`config.mk`:
```
export PLATFORM = sky130hd
export DESIGN_NAME = asa_cell
export DESIGN_NICKNAME = d
export VERILOG_FILES = /design/src/hdl/asa_pkg.sv /design/src/hdl/asa_cell.sv
export SDC_FILE = /design/constraint.sdc
export NUM_CORES = 1
export LEC_CHECK = 0
export BUFFER_PORTS_ARGS = -buffer_cell sky130_fd_sc_hd__buf_2
export CORE_ASPECT_RATIO = 0.8
export CORE_MARGIN = 2
export CORE_UTILIZATION = 30
export CTS_CLUSTER_DIAMETER = 40
export CTS_CLUSTER_SIZE = 20
export DETAILED_ROUTE_END_ITERATION = 7
export PLACE_DENSITY = 0.56
export SYNTH_ARGS = -nofsm -noshare
export SYNTH_HDL_FRONTEND = slang
export SYNTH_SLANG_ARGS = --single-unit
```
`constraint.sdc`:
```
create_clock -name clk -period 2.8 [get_ports clk]
set_input_delay 0.56 -clock clk [delete_from_list [all_inputs] [get_ports clk]]
set_output_delay 0.56 -clock clk [all_outputs]
set_load 0.1 [all_outputs]
```
`src/hdl/asa_pkg.sv`:
```
// shared types and constants for the atlas skyline allocator
// request and result beat structs, cell command struct and cell op codes
// no dependencies
package asa_pkg;

	localparam int DIM_W = 10;
	localparam int POS_W = 9;
	// wide enough for any column index, span end or height up to 4096
	localparam int CMD_W = 13;
	localparam int OP_W  = 3;

	localparam logic [OP_W-1:0] OP_HOLD  = 3'd0;
	localparam logic [OP_W-1:0] OP_CLEAR = 3'd1;
	localparam logic [OP_W-1:0] OP_LOAD  = 3'd2;
	localparam logic [OP_W-1:0] OP_STEP  = 3'd3;
	localparam logic [OP_W-1:0] OP_SCAN  = 3'd4;
	localparam logic [OP_W-1:0] OP_WRITE = 3'd5;

	typedef struct packed {
		logic             mode;
		logic [DIM_W-1:0] rect_width;
		logic [DIM_W-1:0] rect_height;
	} req_t;

	typedef struct packed {
		logic             placed;
		logic [POS_W-1:0] pos_x;
		logic [POS_W-1:0] pos_y;
	} res_t;

	typedef struct packed {
		logic [OP_W-1:0]  op;
		logic [CMD_W-1:0] span_lo;
		logic [CMD_W-1:0] span_hi;
		logic [CMD_W-1:0] fill;
	} cell_cmd_t;

endpackage

```
`src/hdl/asa_cell.sv`:
```
// one column cell of the allocator chain: column height, sliding window tap
// and running window maximum; depends on asa_pkg
module asa_cell
	import asa_pkg::*;
#(
	parameter int IDX   = 0,
	parameter int HGT_W = 10
) (
	input  logic             clk,
	input  logic             arst_n,
	input  cell_cmd_t        cmd,
	input  logic [HGT_W-1:0] win_in,
	input  logic [HGT_W-1:0] max_in,
	output logic [HGT_W-1:0] win_out,
	output logic [HGT_W-1:0] max_out
);

	localparam logic [CMD_W-1:0] MY_IDX = CMD_W'(IDX);

	logic [HGT_W-1:0] col_q;
	logic [HGT_W-1:0] win_q;
	logic [HGT_W-1:0] max_q;
	logic             in_span;

	assign in_span = (cmd.span_lo <= MY_IDX) && (MY_IDX < cmd.span_hi);

	always_ff @(posedge clk or negedge arst_n) begin
		if (!arst_n) begin
			col_q <= '0;
		end else if (cmd.op == OP_CLEAR) begin
			col_q <= '0;
		end else if (cmd.op == OP_WRITE && in_span) begin
			col_q <= cmd.fill[HGT_W-1:0];
		end
	end

	always_ff @(posedge clk) begin
		unique case (cmd.op)
			OP_LOAD: begin
				win_q <= col_q;
				max_q <= col_q;
			end
			OP_STEP: begin
				win_q <= win_in;
				if (win_in > max_q) begin
					max_q <= win_in;
				end
			end
			OP_SCAN: begin
				max_q <= max_in;
			end
			default: begin
			end
		endcase
	end

	assign win_out = win_q;
	assign max_out = max_q;

endmodule

```
==> metrics.cfg, run 1 <==
[finish]
final_cells=342
area_growth_pct=31.4
final_common_cell=buf_2
n_antenna_cell=0
final_area_sq_um=2440
final_cell_mix=80 x buf_2, 22 x o21ai_0, 20 x edfxtp_1, 13 x inv_1
drive_gt1_share_pct=45.2
nNetsFinal=334
nFillCells=615

[placement]
portBuffers=80
dpl_worst_slack_ps=445
gp_routability_congestion=0.791
dpl.hpwl_mm=3.78
placed_cell_area_sq_um=2350
dp_cells=334

[detailed_routing]
drcViolationCount=0
firstDrtPassIters=4
wl_mm=4.92
drt_iter0_markers=62
wl_per_cell_microns=14.4
vias=1686
drt.antenna.violating_nets=0
vias_per_cell=4.93

[global_routing]
grt_pass1_wl_mm=7.90
grt_start_max_net_pins=25
grt_pass1_vias=1621
grt_usage_pct=15.4
grt-ovfl-total=0
antenna_found_initial=0

[worst_setup_path]
reg2reg_to=max_out[3]
reg2reg_from=max_out[5]
cp-start-kind=flop
crit_type=reg2reg
critPathRequiredTime_ps=2840
crit_arrival_ps=2110
crit_chain=inv_1 > ha_1 > a21oi_1 > o21ai_0 > a2111oi_0 > o22ai_1 > buf_4
setup.worst_path.end_class=flop
r2r_setup_slack_ps=730
cp_max_fo=6
reg2reg_depth=7
cp_slowest_cell=a2111oi_0
crit_path_max_incr_delay_ps=450

[logic_synthesis]
synth_area_leaders=edfxtp_1 32%, dfrtp_1 13%, ha_1 6.7%
synth_cells=176
yosys_warnings=0
synth_compound_area_share_pct=18.0
yosysSeqAreaShare_pct=45.8
synthAdderAreaFrac_pct=6.73
synth_area_leader_cell=edfxtp_1
postSynthAreaPerCell_sq_um=10.6
synth_xor_area_share_pct=0.471
synth_top_cell_area_share_pct=32.3
syn-cell-area_sq_um=1860
ys_ff_latch=30
synth_top_family_by_area=simple AND/OR/NAND/NOR gates
synthSimpleGateAreaFrac_pct=18.1
yosysUniqueCellTypes=35
synthesis.nets=250
synth_mux_area_share_pct=5.45

[die]
die_h_microns=74.4
placementRows=25
start_util_pct=31.3
ioPinCount=84
die_area_sq_um=6850
die-width_microns=92.0
core-area_sq_um=5940

[timing]
setup_ws_ps=732
rsz0062_at_grt=no
timing.final.crit_share_pct=73.9
hold_viol=0
relSlewSlack_pct=60.4
fin_crit_ps=2070
finClkSkew_ps=6.71
slew_violations=0
setup_violations=0
worstMarginPinSlew_ps=591
setup_tns_ps=0
max_freq_mhz=484
hold_ws_ps=127

[flow_run]
maxCapViolCount=0

[clocking]
cts_tree=done
post_cts_buffers=0
holdBufCountCts=0
cts_buffer_depth=2
h-tree-depth=2
cts_resized=0
cts_root_buffer=clkbuf_8
cts_sinks=30
clk_transition_reported_paths_ps=70
insertion_delay_ps=280
cts-buffers-inserted=5

[power_and_ir_drop]
ir_drop_v=0.000149
power_density_nw_per_um2=505
power.static_leakage_nw=1.08

[min_path]
hp-class=in2async

[run_status]
status=finished, final reports clean

## registers in the layout, summed over array words and instances (netlist names)
signal and flops:
col_q 10, max_out 10, win_out 10
## worst max-delay path by stage
| stage | startpoint | to | slack, ps | depth (start not counted) |
|---|---|---|---|---|
| floorplan | max_out[5] | max_out[0] | 100 | 6 |
| global placement | win_in[3] | max_out[3] | 570 | 7 |
| detailed placement | win_in[5] | max_out[4] | 450 | 7 |
| CTS | max_out[5] | max_out[3] | 740 | 7 |
| global route | max_out[5] | max_out[3] | 630 | 7 |
| finish | max_out[5] | max_out[3] | 730 | 7 |
## metrics by stage
| stage | total power [mW] | utilization (%) |
|---|---|---|
| floorplan | 0.781 | - |
| global placement | 0.880 | 39.6 |
| detailed placement | 0.885 | 39.6 |
| CTS | 1.25 | 41.1 |
| global route | 1.29 | 41.1 |
| finish | 1.23 | 41.1 |
## per-layer routing
| layer | share of wire (%) | vias up | GRT usage (%) | wire (microns) |
|---|---|---|---|---|
| met5 | 0 | - | 0 | 0 |
| met4 | 1.0 | 0 | 4.98 | 51 |
| met3 | 7.8 | 4 | 4.36 | 384 |
| met2 | 45 | 69 | 26.6 | 2240 |
| met1 | 46 | 769 | 19.1 | 2250 |
| li1 | - | 844 | - | - |
## cell type report
type                       instances  area, sq um  area share, %
timing repair buffer              86          445           18.2
inverter                          13         48.8           2.00
multi-input combinational        124          906           37.1
sequential                        30          851           34.8
tap                               81          101           4.15
clock buffer                       7         86.3           3.53
clock inverter                     1         5.00          0.205
## cells in the mapped netlist (all sizes together)
library cell,n
a2111oi,1
a211oi,2
a21oi,12
and2b,1
and3,1
and4,2
buf,7
clkbuf,2
dfrtp,10
edfxtp,20
ha,10
inv,13
mux2,9
nand2,4
nand2b,1
nand3,10
nand4,4
nor2,12
nor3,2
nor3b,10
nor4,4
nor4b,1
o21ai,24
o221a,10
o22ai,1
o31ai,1
or3,1
xnor2,1
## logic make-up (layout without fill, tap and decap cells)
| group | after synthesis | in the layout |
|---|---|---|
| adders and majority gates | 10 | 10 |
| buffers and inverters | 22 | 107 |
| DFF | 30 | 30 |
| muxes | 9 | 9 |
| and+or+nand+nor | 53 | 53 |
| xor gates and xnor gates | 1 | 1 |
| AOI/OAI and AO/OA | 51 | 51 |
## where the power goes
group | internal (mW) | switching, mW | total [mW] | leakage (nW)
clock network | 0.198 | 0.163 | 0.361 | 0.0482
registers | 0.503 | 0.00967 | 0.512 | 0.321
logic | 0.0991 | 0.263 | 0.362 | 0.710
total | 0.800 | 0.435 | 1.23 | 1.08
## critical path: cells and delay by family, from the launching register on
| kind | cells | cell delay [ps] |
|---|---|---|
| buf+inv | 2 | 270 |
| fa+ha+maj | 1 | 240 |
| compound gates | 4 | 910 |
| flops | 1 | 410 |
Note: power is estimated with default switching activity, not from simulation.
==> run 2: changes to the inputs <==
- ABC_AREA: unset -> 1
- clock period: 2.8 -> 2.1 ns (I/O delays scaled with it)
==> run 2 against run 1 <==
Against the previous run: setup slack got worse by 300 ps; largest power group unchanged; synthesized area decreased by 2.0%; hold slack improved by 260 ps.
==> metrics.cfg, run 2 <==
[detailed_routing]
drt.antenna.violating_nets=0  ; unchanged
vias=1717  ; +1.8%
wl_per_cell_microns=11.9  ; -17%
firstDrtPassIters=6  ; +2
drcViolationCount=0  ; unchanged
vias_per_cell=4.48  ; -9.1%
wl_mm=4.56  ; -7.4%
drt_iter0_markers=25  ; -60%

[power_and_ir_drop]
ir_drop_v=0.000238  ; +60%
p_comb_share_pct=24.1  ; -5.2 points
power_density_nw_per_um2=615  ; +22%
power.static_leakage_nw=1.28  ; +19%
p_clk_share_pct=30.9  ; +1.7 points
p_int_uw=987  ; +23%
p_sw_uw=490  ; +13%
p_sw_share_pct=33.2  ; -2.0 points
p_total_mw=1.48  ; +20%
seq_power_share_pct=45.1  ; +3.6 points

[logic_synthesis]
synth_area_leader_cell=edfxtp_1
ys_ff_latch=30  ; unchanged
yosysUniqueCellTypes=21  ; -40%
synth_top_cell_area_share_pct=32.9  ; +0.64 points
syn-cell-area_sq_um=1820  ; -2.0%
yosysSeqAreaShare_pct=46.7  ; +0.91 points
synth_edf_count=20  ; unchanged
synthesis.nets=291  ; +16%
synth_cells=217  ; +23%
yosysMostFrequentCell=inv_1
yosys_warnings=0  ; unchanged
async_flop_share_pct=33.3  ; unchanged
ys_top_cells_by_count=49 x inv_1, 48 x nand2_1, 20 x edfxtp_1
synth_area_leaders=edfxtp_1 33%, dfrtp_1 14%, inv_1 10%
postSynthAreaPerCell_sq_um=8.40  ; -20%
ys.flop_type=edfxtp_1

[timing]
slew_violations=0  ; unchanged
timing.final.crit_share_pct=79.3  ; +5.4 points
setup_ws_ps=435  ; -297 ps
hold_ws_ps=389  ; +262 ps
max_freq_mhz=601  ; +24%
rsz0062_at_grt=no
fin_crit_ps=1670  ; -403 ps
worstMarginPinSlew_ps=609  ; +18.0 ps
hold_viol=0  ; unchanged
finClkSkew_ps=18.7  ; +12.0 ps
setup_violations=0  ; unchanged
relSlewSlack_pct=59.3  ; -1.1 points

[finish]
final_common_cell=buf_2
multiInputGateArea_sq_um=747  ; -18%
area_growth_pct=31.8
n_antenna_cell=0  ; unchanged
nFillCells=643  ; +4.6%
register_area_sq_um=851  ; unchanged
final_area_sq_um=2400  ; -1.6%
nNetsFinal=375  ; +12%
final_core_util_pct=40.9  ; -0.24 points
drive_gt1_share_pct=33.8  ; -11 points
final_cell_mix=80 x buf_2, 49 x inv_1, 47 x nand2_1, 20 x edfxtp_1, 14 x nand3_1

[worst_setup_path]
cp_max_fo=10  ; +4
cpMostUsedCell=nand3_1
setup.worst_path.end_class=flop
cp.buffers_inverters=1  ; -1
cp_slowest_cell=edfxtp_1
worst_path_dominant_cell_family=simple AND/OR/NAND/NOR gates
critPathRequiredTime_ps=2070  ; -770 ps
crit_path_max_incr_delay_ps=360  ; -90 ps
crit_type=reg2reg
cp-start-kind=flop
crit_chain=inv_1 > ha_1 > nand2_1 > nor2_2 > nand3_1 > nand3_1 > nand3_2 > nand2_4
crit_arrival_ps=1630  ; -480 ps

[die]
die-width_microns=91.2  ; -0.93%
ioPinCount=84  ; unchanged
start_util_pct=31.0  ; -0.28 points
die_area_sq_um=6720  ; -1.9%
placementRows=25  ; unchanged
core-area_sq_um=5880  ; -1.1%
die_h_microns=73.7  ; -0.93%

[clocking]
h-tree-depth=2  ; unchanged
cts_tree=done
holdBufCountCts=1  ; +1
cts_buffer_depth=2  ; unchanged
cts-buffers-inserted=5  ; unchanged
cts_resized=0  ; unchanged
cts_root_buffer=clkbuf_8
insertion_delay_ps=290  ; about the same
post_cts_buffers=0  ; unchanged
clk_transition_reported_paths_ps=70  ; about the same
cts_sinks=30  ; unchanged

[flow_run]
maxCapViolCount=0  ; unchanged

[global_routing]
grt_usage_pct=13.9  ; -1.5 points
grt_pass1_wl_mm=7.22  ; -8.6%
antenna_found_initial=0  ; unchanged
grt_start_max_net_pins=22  ; -12%
grt-ovfl-total=0  ; unchanged
grt_pass1_vias=1693  ; +4.4%

[min_path]
hp-class=in2reg

[placement]
portBuffers=80  ; unchanged
dpl.hpwl_mm=3.57  ; -5.5%
dpl_worst_slack_ps=283  ; -162 ps
gp_routability_congestion=0.772  ; -2.4%
placed_cell_area_sq_um=2310  ; -1.6%

[run_status]
status=finished, final reports clean

[run 2: final timing paths]
path / from / to / depth (start not counted) / slack, ps
min: cmd[3] / col_q[3] / 3 / 390
max in group asynchronous: arst_n / col_q[1] / 2 / 1380
min reg2reg: col_q[6] / col_q[6] / 2 / 500
max reg2reg: max_out[9] / max_out[9] / 8 / 430
max: max_out[9] / max_out[9] / 8 / 430
min in group asynchronous: arst_n / col_q[0] / 2 / 510
[run 2: power groups by stage]
stage               registers, mW  clock network [mW]  logic [mW]
floorplan                   0.829                   0      0.0992
global placement            0.678                   0       0.353
detailed placement          0.678                   0       0.357
CTS                         0.666               0.455       0.360
global route                0.669               0.484       0.386
finish                      0.666               0.456       0.356
[run 2: cell type report]
type                            count  share of cell area [%]
Timing Repair Buffer               83                    17.7
Clock buffer                        8                    3.33
Multi-Input combinational cell    128                    31.1
Sequential cell                    30                    35.4
Tap cell                           81                    4.22
Inverter                           53                    8.28
[run 2: tightest hold or removal path: stages]
cell and delay (ps):
buf_2 80, nand4_1 70, nand2_1 70
[run 2: metal layers]
layer,track usage [%],part of all wire [%]
met5,0,0
met4,5.05,2.3
met3,3.90,5.4
met2,24.0,44
met1,16.8,48
[run 2: per-stage QoR]
step	cells	setup TNS [ps]
after global placement	374	0
after global routing	383	0
after floorplan	217	-732
after CTS	383	0
final	383	0
after detailed placement	374	0
[run 2: kinds of logic after synthesis]
group                      count (synthesis)  share of synthesized area [%]
and+or+nand+nor                           96                           25.2
buffers and inverters                     59                           13.2
DFF                                       30                           46.7
AOI/OAI and AO/OA                         22                           8.10
adders and majority gates                 10                           6.86
